File: src/rtl/rmfs_pkg.sv
// Package for the range most-frequent block: field widths, input mode codes,
// controller states and the command and status structs.
// No dependencies.
package rmfs_pkg;

    // Fixed widths of the stream fields.
    localparam int VALUE_W    = 32;
    localparam int POS_W      = 11;
    localparam int FREQ_W     = 11;
    localparam int S_TDATA_W  = 56;
    localparam int S_TUSER_W  = 2;
    localparam int M_TDATA_W  = 16;
    localparam int M_TUSER_W  = 1;

    // Mode codes carried on the input tuser.
    typedef enum logic [1:0] {
        MODE_CLEAR  = 2'd0,
        MODE_APPEND = 2'd1,
        MODE_BUILD  = 2'd2,
        MODE_QUERY  = 2'd3
    } mode_t;

    // Controller states.
    typedef enum logic [3:0] {
        ST_IDLE,
        ST_CLEAR,
        ST_APPEND,
        ST_BLD_RDA,
        ST_BLD_RDB,
        ST_BLD_WR,
        ST_BLD_DONE,
        ST_Q_L,
        ST_Q_R,
        ST_Q_RS,
        ST_Q_RS2,
        ST_Q_B,
        ST_Q_OUT,
        ST_Q_INV
    } state_t;

    // Commands from the controller to the datapath.
    typedef struct packed {
        logic latch;
        logic clear;
        logic append;
        logic bld_init;
        logic bld_rd_a;
        logic bld_rd_b;
        logic bld_wr;
        logic bld_done;
        logic q_rd_l;
        logic q_rd_r;
        logic q_rd_rs;
        logic q_rd_rs2;
        logic q_rd_b;
        logic q_out;
        logic q_invalid;
    } cmd_t;

    // Status from the datapath to the controller.
    typedef struct packed {
        logic q_ok;
        logic bld_empty;
        logic bld_last;
        logic out_free;
    } status_t;

endpackage

File: src/rtl/rmfs_ctrl.sv
// Controller state machine: sequences clear, append, table build and query.
// Depends on rmfs_pkg.
module rmfs_ctrl (
    input  logic             aclk,
    input  logic             aresetn,
    input  logic             s_tvalid,
    output logic             s_tready,
    input  rmfs_pkg::mode_t  mode,
    input  rmfs_pkg::status_t status,
    output rmfs_pkg::cmd_t   cmd
);
    import rmfs_pkg::*;

    state_t state_reg;
    state_t state_next;

    // State register.
    always_ff @(posedge aclk) begin
        if (!aresetn) begin
            state_reg <= ST_IDLE;
        end else begin
            state_reg <= state_next;
        end
    end

    // Next state and commands.
    always_comb begin
        state_next = state_reg;
        cmd        = '0;
        s_tready   = 1'b0;
        unique case (state_reg)
            ST_IDLE: begin
                s_tready = 1'b1;
                if (s_tvalid) begin
                    cmd.latch = 1'b1;
                    unique case (mode)
                        MODE_CLEAR:  state_next = ST_CLEAR;
                        MODE_APPEND: state_next = ST_APPEND;
                        MODE_BUILD: begin
                            cmd.bld_init = 1'b1;
                            state_next   = status.bld_empty ? ST_BLD_DONE : ST_BLD_RDA;
                        end
                        MODE_QUERY:  state_next = status.q_ok ? ST_Q_L : ST_Q_INV;
                        default:     state_next = ST_IDLE;
                    endcase
                end
            end
            ST_CLEAR: begin
                cmd.clear  = 1'b1;
                state_next = ST_IDLE;
            end
            ST_APPEND: begin
                cmd.append = 1'b1;
                state_next = ST_IDLE;
            end
            ST_BLD_RDA: begin
                cmd.bld_rd_a = 1'b1;
                state_next   = ST_BLD_RDB;
            end
            ST_BLD_RDB: begin
                cmd.bld_rd_b = 1'b1;
                state_next   = ST_BLD_WR;
            end
            ST_BLD_WR: begin
                cmd.bld_wr = 1'b1;
                state_next = status.bld_last ? ST_BLD_DONE : ST_BLD_RDA;
            end
            ST_BLD_DONE: begin
                cmd.bld_done = 1'b1;
                state_next   = ST_IDLE;
            end
            ST_Q_L: begin
                cmd.q_rd_l = 1'b1;
                state_next = ST_Q_R;
            end
            ST_Q_R: begin
                cmd.q_rd_r = 1'b1;
                state_next = ST_Q_RS;
            end
            ST_Q_RS: begin
                cmd.q_rd_rs = 1'b1;
                state_next  = ST_Q_RS2;
            end
            ST_Q_RS2: begin
                cmd.q_rd_rs2 = 1'b1;
                state_next   = ST_Q_B;
            end
            ST_Q_B: begin
                cmd.q_rd_b = 1'b1;
                state_next = ST_Q_OUT;
            end
            ST_Q_OUT: begin
                cmd.q_out = 1'b1;
                if (status.out_free) begin
                    state_next = ST_IDLE;
                end
            end
            ST_Q_INV: begin
                cmd.q_invalid = 1'b1;
                if (status.out_free) begin
                    state_next = ST_IDLE;
                end
            end
            default: state_next = ST_IDLE;
        endcase
    end

endmodule

File: config.mk
export PLATFORM = sky130hd
export DESIGN_NAME = rmfs_ctrl
export DESIGN_NICKNAME = d
export VERILOG_FILES = /design/src/rtl/rmfs_pkg.sv /design/src/rtl/rmfs_ctrl.sv
export SDC_FILE = /design/constraint.sdc
export NUM_CORES = 1
export LEC_CHECK = 0
export ABC_AREA = 0
export BUFFER_PORTS_ARGS = -buffer_cell sky130_fd_sc_hd__clkbuf_2
export CAP_MARGIN = 0
export CORE_AREA = 2 2 39 41
export DETAILED_ROUTE_END_ITERATION = 6
export DIE_AREA = 0 0 41 43
export SLEW_MARGIN = 20
export SYNTH_ARGS = -nofsm -noshare
export SYNTH_HDL_FRONTEND = slang
export SYNTH_SLANG_ARGS = --single-unit
File: constraint.sdc
create_clock -name aclk -period 2.52 [get_ports aclk]
set_clock_uncertainty 0.1 [all_clocks]
set_input_delay 0.504 -clock aclk [delete_from_list [all_inputs] [get_ports aclk]]
set_output_delay 0.504 -clock aclk [all_outputs]
set_load 0.05 [all_outputs]
# Word-level counts from Yosys, hierarchy flattened

Index checks and enable logic that the tools add are counted.

Equality and inequality tests: 18
Multiplexer cells: 26
Reductions and logical operators: 4

Operator list:

| cell                                                            | number |
|---|---|
| 4-bit case mux with 10 select lines                             | 1 |
| 4-bit == test, second input constant                            | 6 |
| 1-bit 2-to-1 mux                                                | 19 |
| 4-bit by 3-bit == test with 1-bit output, second input constant | 4 |
| 4-bit case mux with 4 select lines                              | 1 |
| 4-bit 2-to-1 mux                                                | 3 |
| 4-bit by 2-bit == test with 1-bit output, second input constant | 2 |
| 3-bit 2-to-1 mux                                                | 2 |
| 2-bit == test, second input constant                            | 2 |
| 4-bit by 1-bit == test with 1-bit output, second input constant | 1 |
| 4-bit zero test                                                 | 1 |
| 2-bit by 1-bit == test with 1-bit output, second input constant | 1 |
| 2-bit zero test                                                 | 1 |
| 2-bit by 1-bit != test with 1-bit output, second input constant | 1 |
| 2-bit != test, second input constant                            | 1 |
| 2-bit AND reduction                                             | 1 |
| 2-bit OR reduction                                              | 1 |

Register bits after elaboration: 4
Bits of input ports: 9
Output and inout bits: 16

# Longest topological paths before layout

Gate-level depths: netlist of the first run.

Word-level depth: 4
Mapped depth: 5
Gate-level depth less buffers: 4

# Least setup slack after synthesis of the first run

No wires, ideal clock.

Kind: register -> output
Start: register state_reg[3]
End: output cmd[11] (netlist name)
Arrival time: 2.459 ns
Data required time: 1.916 ns
Setup slack: -0.543 ns
Stages on the path, launching flop included: 4
Buffers on the path: 0
Cells stage by stage: dfxtp_1 nor4_4 nand2_1 nor3b_1

RTL lines:

| element                  | RTL line        | RTL |
|---|---|---|
| start: declaration       | rmfs_ctrl.sv:14 | `state_t state_reg;` |
| start signal: assignment | rmfs_ctrl.sv:22 | `state_reg <= state_next;` |
| end: declaration         | rmfs_ctrl.sv:10 | `output rmfs_pkg::cmd_t cmd` |

==> results of run 1 <==
[per-layer routing]
layer | global-route usage, % | share of wire [%] | vias up
li1 | - | - | 271
met4 | 6.00 | 0 | 0
met2 | 21.6 | 52 | 4
met1 | 19.6 | 45 | 241
met3 | 1.57 | 2.6 | 0
met5 | 0 | 0 | -
[per-stage QoR]
| step | area (um2) | hold slack [ns] |
|---|---|---|
| 2_1_floorplan | 477 | 0.540 |
| 6_report | 616 | 0.466 |
| 3_3_place_gp | 593 | 0.567 |
| 5_1_grt | 616 | 0.460 |
| 4_1_cts | 616 | 0.455 |
| 3_5_place_dp | 593 | 0.564 |
[kinds of logic (layout without fill, tap and decap cells)]
group / after synthesis / after routing / share of synthesized area (%)
AOI/OAI and AO/OA: 14 / 14 / 25.5
muxes: 1 / 1 / 2.42
buffers and inverters: 5 / 30 / 9.68
DFF: 4 / 4 / 17.2
and+or+nand+nor: 36 / 36 / 43.3
xor gates and xnor gates: 1 / 1 / 1.88
[placed cells by master (no fill, tap or decap), types with 2 or more instances in the layout]
cell,n
clkbuf_4,3
a21oi_1,2
buf_4,2
nand2_1,6
nand3b_1,2
o211ai_1,2
nor2_1,9
nor3_1,6
and2_1,2
dfxtp_1,4
clkbuf_2,24
nand2b_1,4
[worst max-delay path, cell delays in order, from the launching register on]
cell	delay [ns]
dfxtp_1	0.45
nor4_4	0.41
nand2_1	0.17
nor3b_4	0.20
clkbuf_2	0.29
[report_power, final]
group	switching (mW)	internal, mW	leakage (nW)
Sequential	0.0383	0.0770	0.0327
Clock	0.0242	0.0531	0.0138
Combinational	0.238	0.121	0.222
[final cells by class]
| type | count | area [um2] | area share [%] |
|---|---|---|---|
| Clock buffer | 3 | 22.5 | 3.66 |
| Timing Repair Buffer | 26 | 135 | 22.0 |
| Multi-Input combinational cell | 52 | 352 | 57.1 |
| Inverter | 1 | 6.26 | 1.02 |
| Sequential cell | 4 | 80.1 | 13.0 |
| Tap cell | 16 | 20.0 | 3.25 |
[worst paths after layout]
kind | start | end | slack [ns] | depth (start not counted)
min | aresetn | state_reg[1]$_SDFFE_PN0P_ | 0.47 | 3
max reg2reg | state_reg[2]$_SDFFE_PN0P_ | state_reg[3]$_SDFFE_PN0P_ | 0.91 | 4
max | state_reg[2]$_SDFFE_PN0P_ | cmd[11] | 0.15 | 4
min reg2reg | state_reg[3]$_SDFFE_PN0P_ | state_reg[1]$_SDFFE_PN0P_ | 0.57 | 3
==> results by group, run 1 <==
Worst setup path
  – Startpoint Class: flop
  – Crit end category: output pin
  – CP Max Fanout: 14
  – Critical Path AT: 1.76 ns
  – CP required: 1.92 ns
  – Crit Path Class: reg -> out

Finish
  – Ant diodes: 0
  – Final Util: 44.5%
  – Finished Layout Cells: 102
  – Layout Nets: 97
  – Layout cells sized above 1: 41.9%
  – Fillers: 144
  – Area Growth Syn to Fin: 32.3%
  – Max reg flops: 4

STA
  – Slew Viols, Final: 0
  – Setup WS post-layout: 0.154 ns
  – Max Fclk: 423 MHz
  – Slew at the pin closest to its max-slew limit: 0.540 ns
  – Relative slew margins: 63.9%
  – Setup TNS: 0 ns
  – Final setup fails: 0
  – Final hold vios: 0
  – Min cycle time layout: 2.37 ns
  – Period utilization: 93.9%
  – RSZ-0062 raised after global routing: no

Power and ir drop
  – Maximum vdd drop: 383 uV
  – Leakage: 0.269 nW
  – Total power: 0.552 mW
  – Power Dens Cells: 897 nW/um2

Drt
  – Final ANT Viol Nets: 0
  – Drc violations: 0
  – TritonRoute pass-1 iters: 4
  – Via-to-Cell Ratio: 5.06
  – Via count: 516
  – Initial DRC count: 8
  – Drt total wl: 1170 um
  – WL/cell: 11.4 um

Logic synthesis
  – Synthesized area: 465 um2
  – EDFF count, synth: 0
  – Count of different cell masters after synthesis: 30
  – Register area share after synthesis: 17.2%
  – Synth Net Count: 70
  – Post-synth top flop: dfxtp_1
  – Synth area leaders: dfxtp_1 17%, nor2_1 7.3%, buf_6 7.3%
  – Cell taking the most area after synthesis: dfxtp_1
  – Ys async rst share: 0%
  – Most frequent cells after synthesis: 9 x nor2_1, 6 x nand2_1, 6 x nor3_1
  – Synth top area share: 17.2%
  – Most common cell in the netlist: nor2_1
  – Post-Syn Instances: 61
  – Synth Warn #: 0
  – Flops & latches, synth: 4
  – Synth Area per Inst: 7.63 um2

Floorplan
  – Site Rows: 14
  – Die W: 41 um
  – Placeable core region: 1380 um2
  – Initial Util: 33.6%
  – Io pins: 25
  – Die area: 1760 um2
  – Die Y: 43 um

Placed design
  – Inst Count DP: 99
  – PortBufs: 24
  – Place WS: 0.410 ns
  – Routability Congestion: 0.766
  – Post-DP HPWL: 894 um

Clock tree
  – Worst-skew pair later-pin latency: 0.23 ns
  – Worst-path clk slew: 0.04 ns
  – Root buf cell: clkbuf_4
  – Cts repair resizes: 0
  – CTS H-tree lvls: 1
  – CTS Buffer Depth: 2
  – CTS tree: done
  – Setup repair bufs after CTS: 0
  – Total CTS buffers: 3
  – Clock sink count: 4
  – Hold_buf cts: 0

Job
  – MaxCap Viol Count: 0

Outcome
  – Status: complete, no violations

GRT
  – GR Overflow Total: 0
  – Pin count of the biggest net entering global routing: 15
  – Vias in the first global route: 429
  – First-pass GRT wire length: 1780 um
  – Total track usage: 14.3%
  – Initial antenna violation count: 0

Worst hold path
  – HP Class: in -> reg
Note: power is estimated with default switching activity, not from simulation.
==> run 2, diff against run 1 <==
clock period = 2.2 ns   (was 2.52 ns; I/O delays follow)
==> run 2 against run 1 <==
Net effect:
- critical path depth decreased by 1
- final cell count rose by 2.0%
- power increased by 22%
- setup slack lost 0.060 ns
- global-route usage rose by 3.1 points
- register-to-register slack worse by 0.35 ns
==> results by group, run 2 (same netlist as run 1, synthesis figures left out) <==
Outcome
  – Status: complete, no violations

Drt
  – Via-to-Cell Ratio: 5.12
  – Drt total wl: 1270 um
  – Final ANT Viol Nets: 0
  – Via count: 532
  – WL/cell: 12.2 um
  – TritonRoute pass-1 iters: 4
  – Initial DRC count: 5
  – Drc violations: 0

Power and ir drop
  – Power Dens Cells: 1020 nW/um2
  – Maximum vdd drop: 614 uV
  – Leakage: 0.300 nW

Job
  – MaxCap Viol Count: 0

STA
  – Slew at the pin closest to its max-slew limit: 0.387 ns
  – Setup TNS: 0 ns
  – Period utilization: 95.8%
  – Final hold vios: 0
  – RSZ-0062 raised after global routing: no
  – Fin Hold WS: 0.405 ns
  – Min cycle time layout: 2.11 ns
  – Relative slew margins: 74.2%
  – Slew Viols, Final: 0
  – Max Fclk: 475 MHz
  – Final setup fails: 0

Worst setup path
  – Reg2Reg Setup Slack: 0.56 ns
  – CP peak stage delay: 0.54 ns
  – Critical Path AT: 1.57 ns
  – WP depth: 3
  – Crit end category: output pin
  – Crit Path Class: reg -> out
  – Worst flop-to-flop path startpoint: state_reg[1]$_SDFFE_PN0P_
  – Crit. Startpoint: state_reg[1]$_SDFFE_PN0P_
  – Crit path to: cmd[6]
  – Crit-path cells: or2b_1 > nor2_1 > clkbuf_2
  – Worst Path Buf+Inv: 1
  – FF-to-FF path depth: 5
  – R2R Path End: state_reg[0]$_SDFFE_PN0P_
  – Slowest CP cell: dfxtp_1
  – CP required: 1.66 ns
  – Critical path's top delay family: flip-flops
  – CP Max Fanout: 9
  – Startpoint Class: flop

Floorplan
  – Die area: 1760 um2
  – Initial Util: 33.6%
  – Placeable core region: 1380 um2
  – Die W: 41 um
  – Site Rows: 14
  – Die Y: 43 um
  – Io pins: 25

Clock tree
  – Worst-path clk slew: 0.03 ns
  – Worst-skew pair later-pin latency: 0.23 ns
  – CTS H-tree lvls: 1
  – Root buf cell: clkbuf_4
  – Total CTS buffers: 3
  – CTS Buffer Depth: 2
  – CTS tree: done
  – Clock sink count: 4
  – Setup repair bufs after CTS: 0

Placed design
  – Inst Count DP: 101
  – Placed Area: 634 um2
  – Post-DP HPWL: 1050 um
  – PortBufs: 24
  – Routability Congestion: 0.741

Finish
  – Ant diodes: 0
  – Max reg flops: 4
  – Commonest non-fill, non-tap cell in the layout: clkbuf_2
  – Most frequent cells in the layout: 23 x clkbuf_2, 9 x nor2_1, 6 x nand2_1
  – Fillers: 150
  – Cell area after layout: 657 um2
  – Layout cells sized above 1: 50.0%
  – Area Growth Syn to Fin: 41.1%
  – Layout Nets: 99
  – Finished Layout Cells: 104
  – Final Util: 47.5%

GRT
  – Vias in the first global route: 451
  – GR Overflow Total: 0
  – Pin count of the biggest net entering global routing: 13
  – First-pass GRT wire length: 2040 um
  – Initial antenna violation count: 0
  – Total track usage: 17.4%

Worst hold path
  – HP Class: in -> reg
==> run 2: layout make-up <==
type / count / area (um2) / share of cell area (%)
Timing Repair Buffer: 28 / 150 / 22.9
Multi-Input combinational cell: 52 / 377 / 57.3
Clock buffer: 3 / 22.5 / 3.43
Tap cell: 16 / 20.0 / 3.05
Sequential cell: 4 / 81.3 / 12.4
Inverter: 1 / 6.26 / 0.952
==> run 2: worst min-delay path, stage by stage <==
cell      delay (ns)
clkbuf_2        0.11
o21ai_2         0.09
a21oi_1         0.04
==> run 2: how the worst min path moves through the flow <==
| stage | from | endpoint | slack (ns) | cells after the start |
|---|---|---|---|---|
| floorplan | aresetn | state_reg[1]$_SDFFE_PN0P_ | 0.48 | 2 |
| global placement | state_reg[0]$_SDFFE_PN0P_ | state_reg[0]$_SDFFE_PN0P_ | 0.52 | 2 |
| detailed placement | state_reg[0]$_SDFFE_PN0P_ | state_reg[0]$_SDFFE_PN0P_ | 0.54 | 2 |
| CTS | aresetn | state_reg[1]$_SDFFE_PN0P_ | 0.39 | 3 |
| global route | aresetn | state_reg[1]$_SDFFE_PN0P_ | 0.41 | 3 |
| finish | aresetn | state_reg[1]$_SDFFE_PN0P_ | 0.41 | 3 |
==> run 2: stage by stage <==
stage / setup WS [ns] / power (mW)
finish: 0.0932 / 0.673
detailed placement: 0.327 / 0.588
global placement: 0.350 / 0.584
floorplan: -0.190 / 0.500
CTS: 0.0732 / 0.680
global route: 0.000803 / 0.726
==> run 2: layer usage <==
metal  vias to the layer above  global-route usage, %  share of wire, %
li1                        273                      -                 -
met1                       231                   22.2                45
met2                        28                   25.9                47
met3                         0                   4.71               7.7
met4                         0                   8.00                 0
met5                         -                      0                 0
==> run 2: timing repair <==
action,4_1_cts,5_1_grt
hold buffers,0,0
gates resized for setup,0,1
endpoints found under the hold margin,0,0
setup endpoints to repair,0,1
==> run 2: where the power goes <==
part / internal [mW] / total (mW) / switching [mW]
clock network: 0.0608 / 0.0874 / 0.0266
registers: 0.0895 / 0.137 / 0.0470
logic: 0.162 / 0.449 / 0.287
==> run 3, diff against run 2 <==
PLACE_DENSITY_LB_ADDON = 0.08   (was not set)
==> run 3 against run 2 <==
Net effect:
- sequential cell count unchanged
- global-route usage decreased by 1.8 points
- die area unchanged
- non-clock buffer count increased by 1
- power increased by 1.1%
- setup slack improved by 0.11 ns
- worst hold slack got worse by 0.017 ns
- maximum frequency increased by 5.6%
- routed wire length decreased by 4.0%
- largest cell class unchanged
==> results by group, run 3 (same netlist as run 1, synthesis figures left out) <==
STA
  – Slew at the pin closest to its max-slew limit: 0.359 ns
  – Relative slew margins: 76.0%
  – Final hold vios: 0
  – Period utilization: 90.7%
  – Min cycle time layout: 2.00 ns
  – Slew Viols, Final: 0
  – RSZ-0062 raised after global routing: no
  – Setup WS post-layout: 0.205 ns
  – Final setup fails: 0
  – Max Fclk: 501 MHz

Floorplan
  – Die W: 41 um
  – Site Rows: 14
  – Placeable core region: 1380 um2
  – Die area: 1760 um2
  – Die Y: 43 um
  – Initial Util: 33.6%
  – Io pins: 25

Clock tree
  – Total CTS buffers: 3
  – Worst-skew pair later-pin latency: 0.23 ns
  – Root buf cell: clkbuf_4
  – Clock sink count: 4
  – CTS H-tree lvls: 1
  – CTS Buffer Depth: 2
  – Worst-path clk slew: 0.03 ns
  – CTS tree: done

GRT
  – First-pass GRT wire length: 1970 um
  – Total track usage: 15.5%
  – Vias in the first global route: 473
  – GR Overflow Total: 0
  – Pin count of the biggest net entering global routing: 13
  – Initial antenna violation count: 0

Drt
  – Final ANT Viol Nets: 0
  – WL/cell: 11.6 um
  – Initial DRC count: 2
  – Via-to-Cell Ratio: 4.90
  – Drc violations: 0
  – Via count: 514
  – TritonRoute pass-1 iters: 4
  – Drt total wl: 1220 um

Placed design
  – Place WS: 0.313 ns
  – Post-DP HPWL: 1030 um
  – Routability Congestion: 0.784
  – PortBufs: 24

Finish
  – Layout cells sized above 1: 51.7%
  – Most frequent cells in the layout: 23 x clkbuf_2, 9 x nor2_1, 6 x nand2_1
  – Ant diodes: 0
  – Commonest non-fill, non-tap cell in the layout: clkbuf_2
  – Layout Nets: 100
  – Final Util: 48.3%
  – Area Growth Syn to Fin: 43.5%
  – Max reg flops: 4

Worst setup path
  – CP Max Fanout: 9
  – Slowest CP cell: dfxtp_2
  – Critical Path AT: 1.46 ns
  – Critical path's top delay family: simple AND/OR/NAND/NOR gates
  – WP depth: 4
  – Crit end category: output pin
  – Crit-path cells: nor4_4 > nand2_1 > nor3b_4 > clkbuf_4
  – Worst Path Buf+Inv: 1
  – Startpoint Class: flop
  – CP peak stage delay: 0.37 ns
  – FF-to-FF path depth: 3
  – Crit Path Class: reg -> out
  – CP required: 1.66 ns

Power and ir drop
  – Int Power: 0.321 mW
  – Net Switching: 0.359 mW
  – Power Dens Cells: 1020 nW/um2
  – Leakage: 0.305 nW
  – Maximum vdd drop: 619 uV
  – Sw Ratio: 52.8%
  – Clk pwr share: 13.0%
  – Comb pwr share: 69.3%
  – Register share of total power: 17.6%

Outcome
  – Status: complete, no violations

Job
  – MaxCap Viol Count: 0

Worst hold path
  – Hold Path Cell Cnt: 3
  – HP Class: in -> reg
run 3: cell types whose count changed in the layout (fill, tap and decap cells not counted):
cell      change
dfxtp_1       -1
buf_2         -1
buf_4         +1
dfxtp_2       +1
clkbuf_4      +1
run 3: timing repair:
item                                    CTS  global route
endpoints found under the setup margin    0             2
gates resized for setup                   0             3
setup buffers                             0             0
hold buffers                              0             0
hold endpoints to repair                  0             0
run 3: power by group through the flow:
stage | Combinational [mW] | Clock [mW] | Sequential [mW]
2_1_floorplan | 0.389 | 0 | 0.111
3_3_place_gp | 0.477 | 0 | 0.119
3_5_place_dp | 0.474 | 0 | 0.120
4_1_cts | 0.477 | 0.0921 | 0.119
5_1_grt | 0.506 | 0.0992 | 0.123
6_report | 0.472 | 0.0888 | 0.120
run 3: worst register-to-register path: stages (launching register included):
cell	delay, ns
dfxtp_1	0.53
nand2b_1	0.21
or3_1	0.41
o22ai_1	0.14
run 3: layout make-up:
class	instances	area (um2)
fill	152	716
multi-input combinational	52	377
timing repair buffer	29	160
sequential	4	82.6
clock buffer	3	22.5
tap	16	20.0
inverter	1	6.26
run 3: final timing paths:
kind	startpoint	endpoint	slack (ns)
worst min-delay path	aresetn	state_reg[1]$_SDFFE_PN0P_	0.39
worst max register to register	state_reg[3]$_SDFFE_PN0P_	state_reg[0]$_SDFFE_PN0P_	0.74
worst min register to register	state_reg[0]$_SDFFE_PN0P_	state_reg[0]$_SDFFE_PN0P_	0.61
worst max-delay path	state_reg[1]$_SDFFE_PN0P_	cmd[11]	0.20
run 3: routing by layer:
metal  vias up  wire [um]  global-route usage, %
met2        20        532                   25.9
li1        279          -                      -
met3         0         70                   5.24
met1       215        614                   19.9
met4         0          0                      0
met5         -          0                      0
run 3: stage by stage:
stage / instance area (um2) / total power, mW / instances / setup TNS, ns / hold WS, ns
2_1_floorplan: 503 / 0.500 / 61 / -0.190 / 0.480
3_3_place_gp: 642 / 0.596 / 102 / 0 / 0.619
3_5_place_dp: 642 / 0.594 / 102 / 0 / 0.606
4_1_cts: 664 / 0.688 / 105 / 0 / 0.391
5_1_grt: 668 / 0.729 / 105 / 0 / 0.381
6_report: 668 / 0.681 / 105 / 0 / 0.389
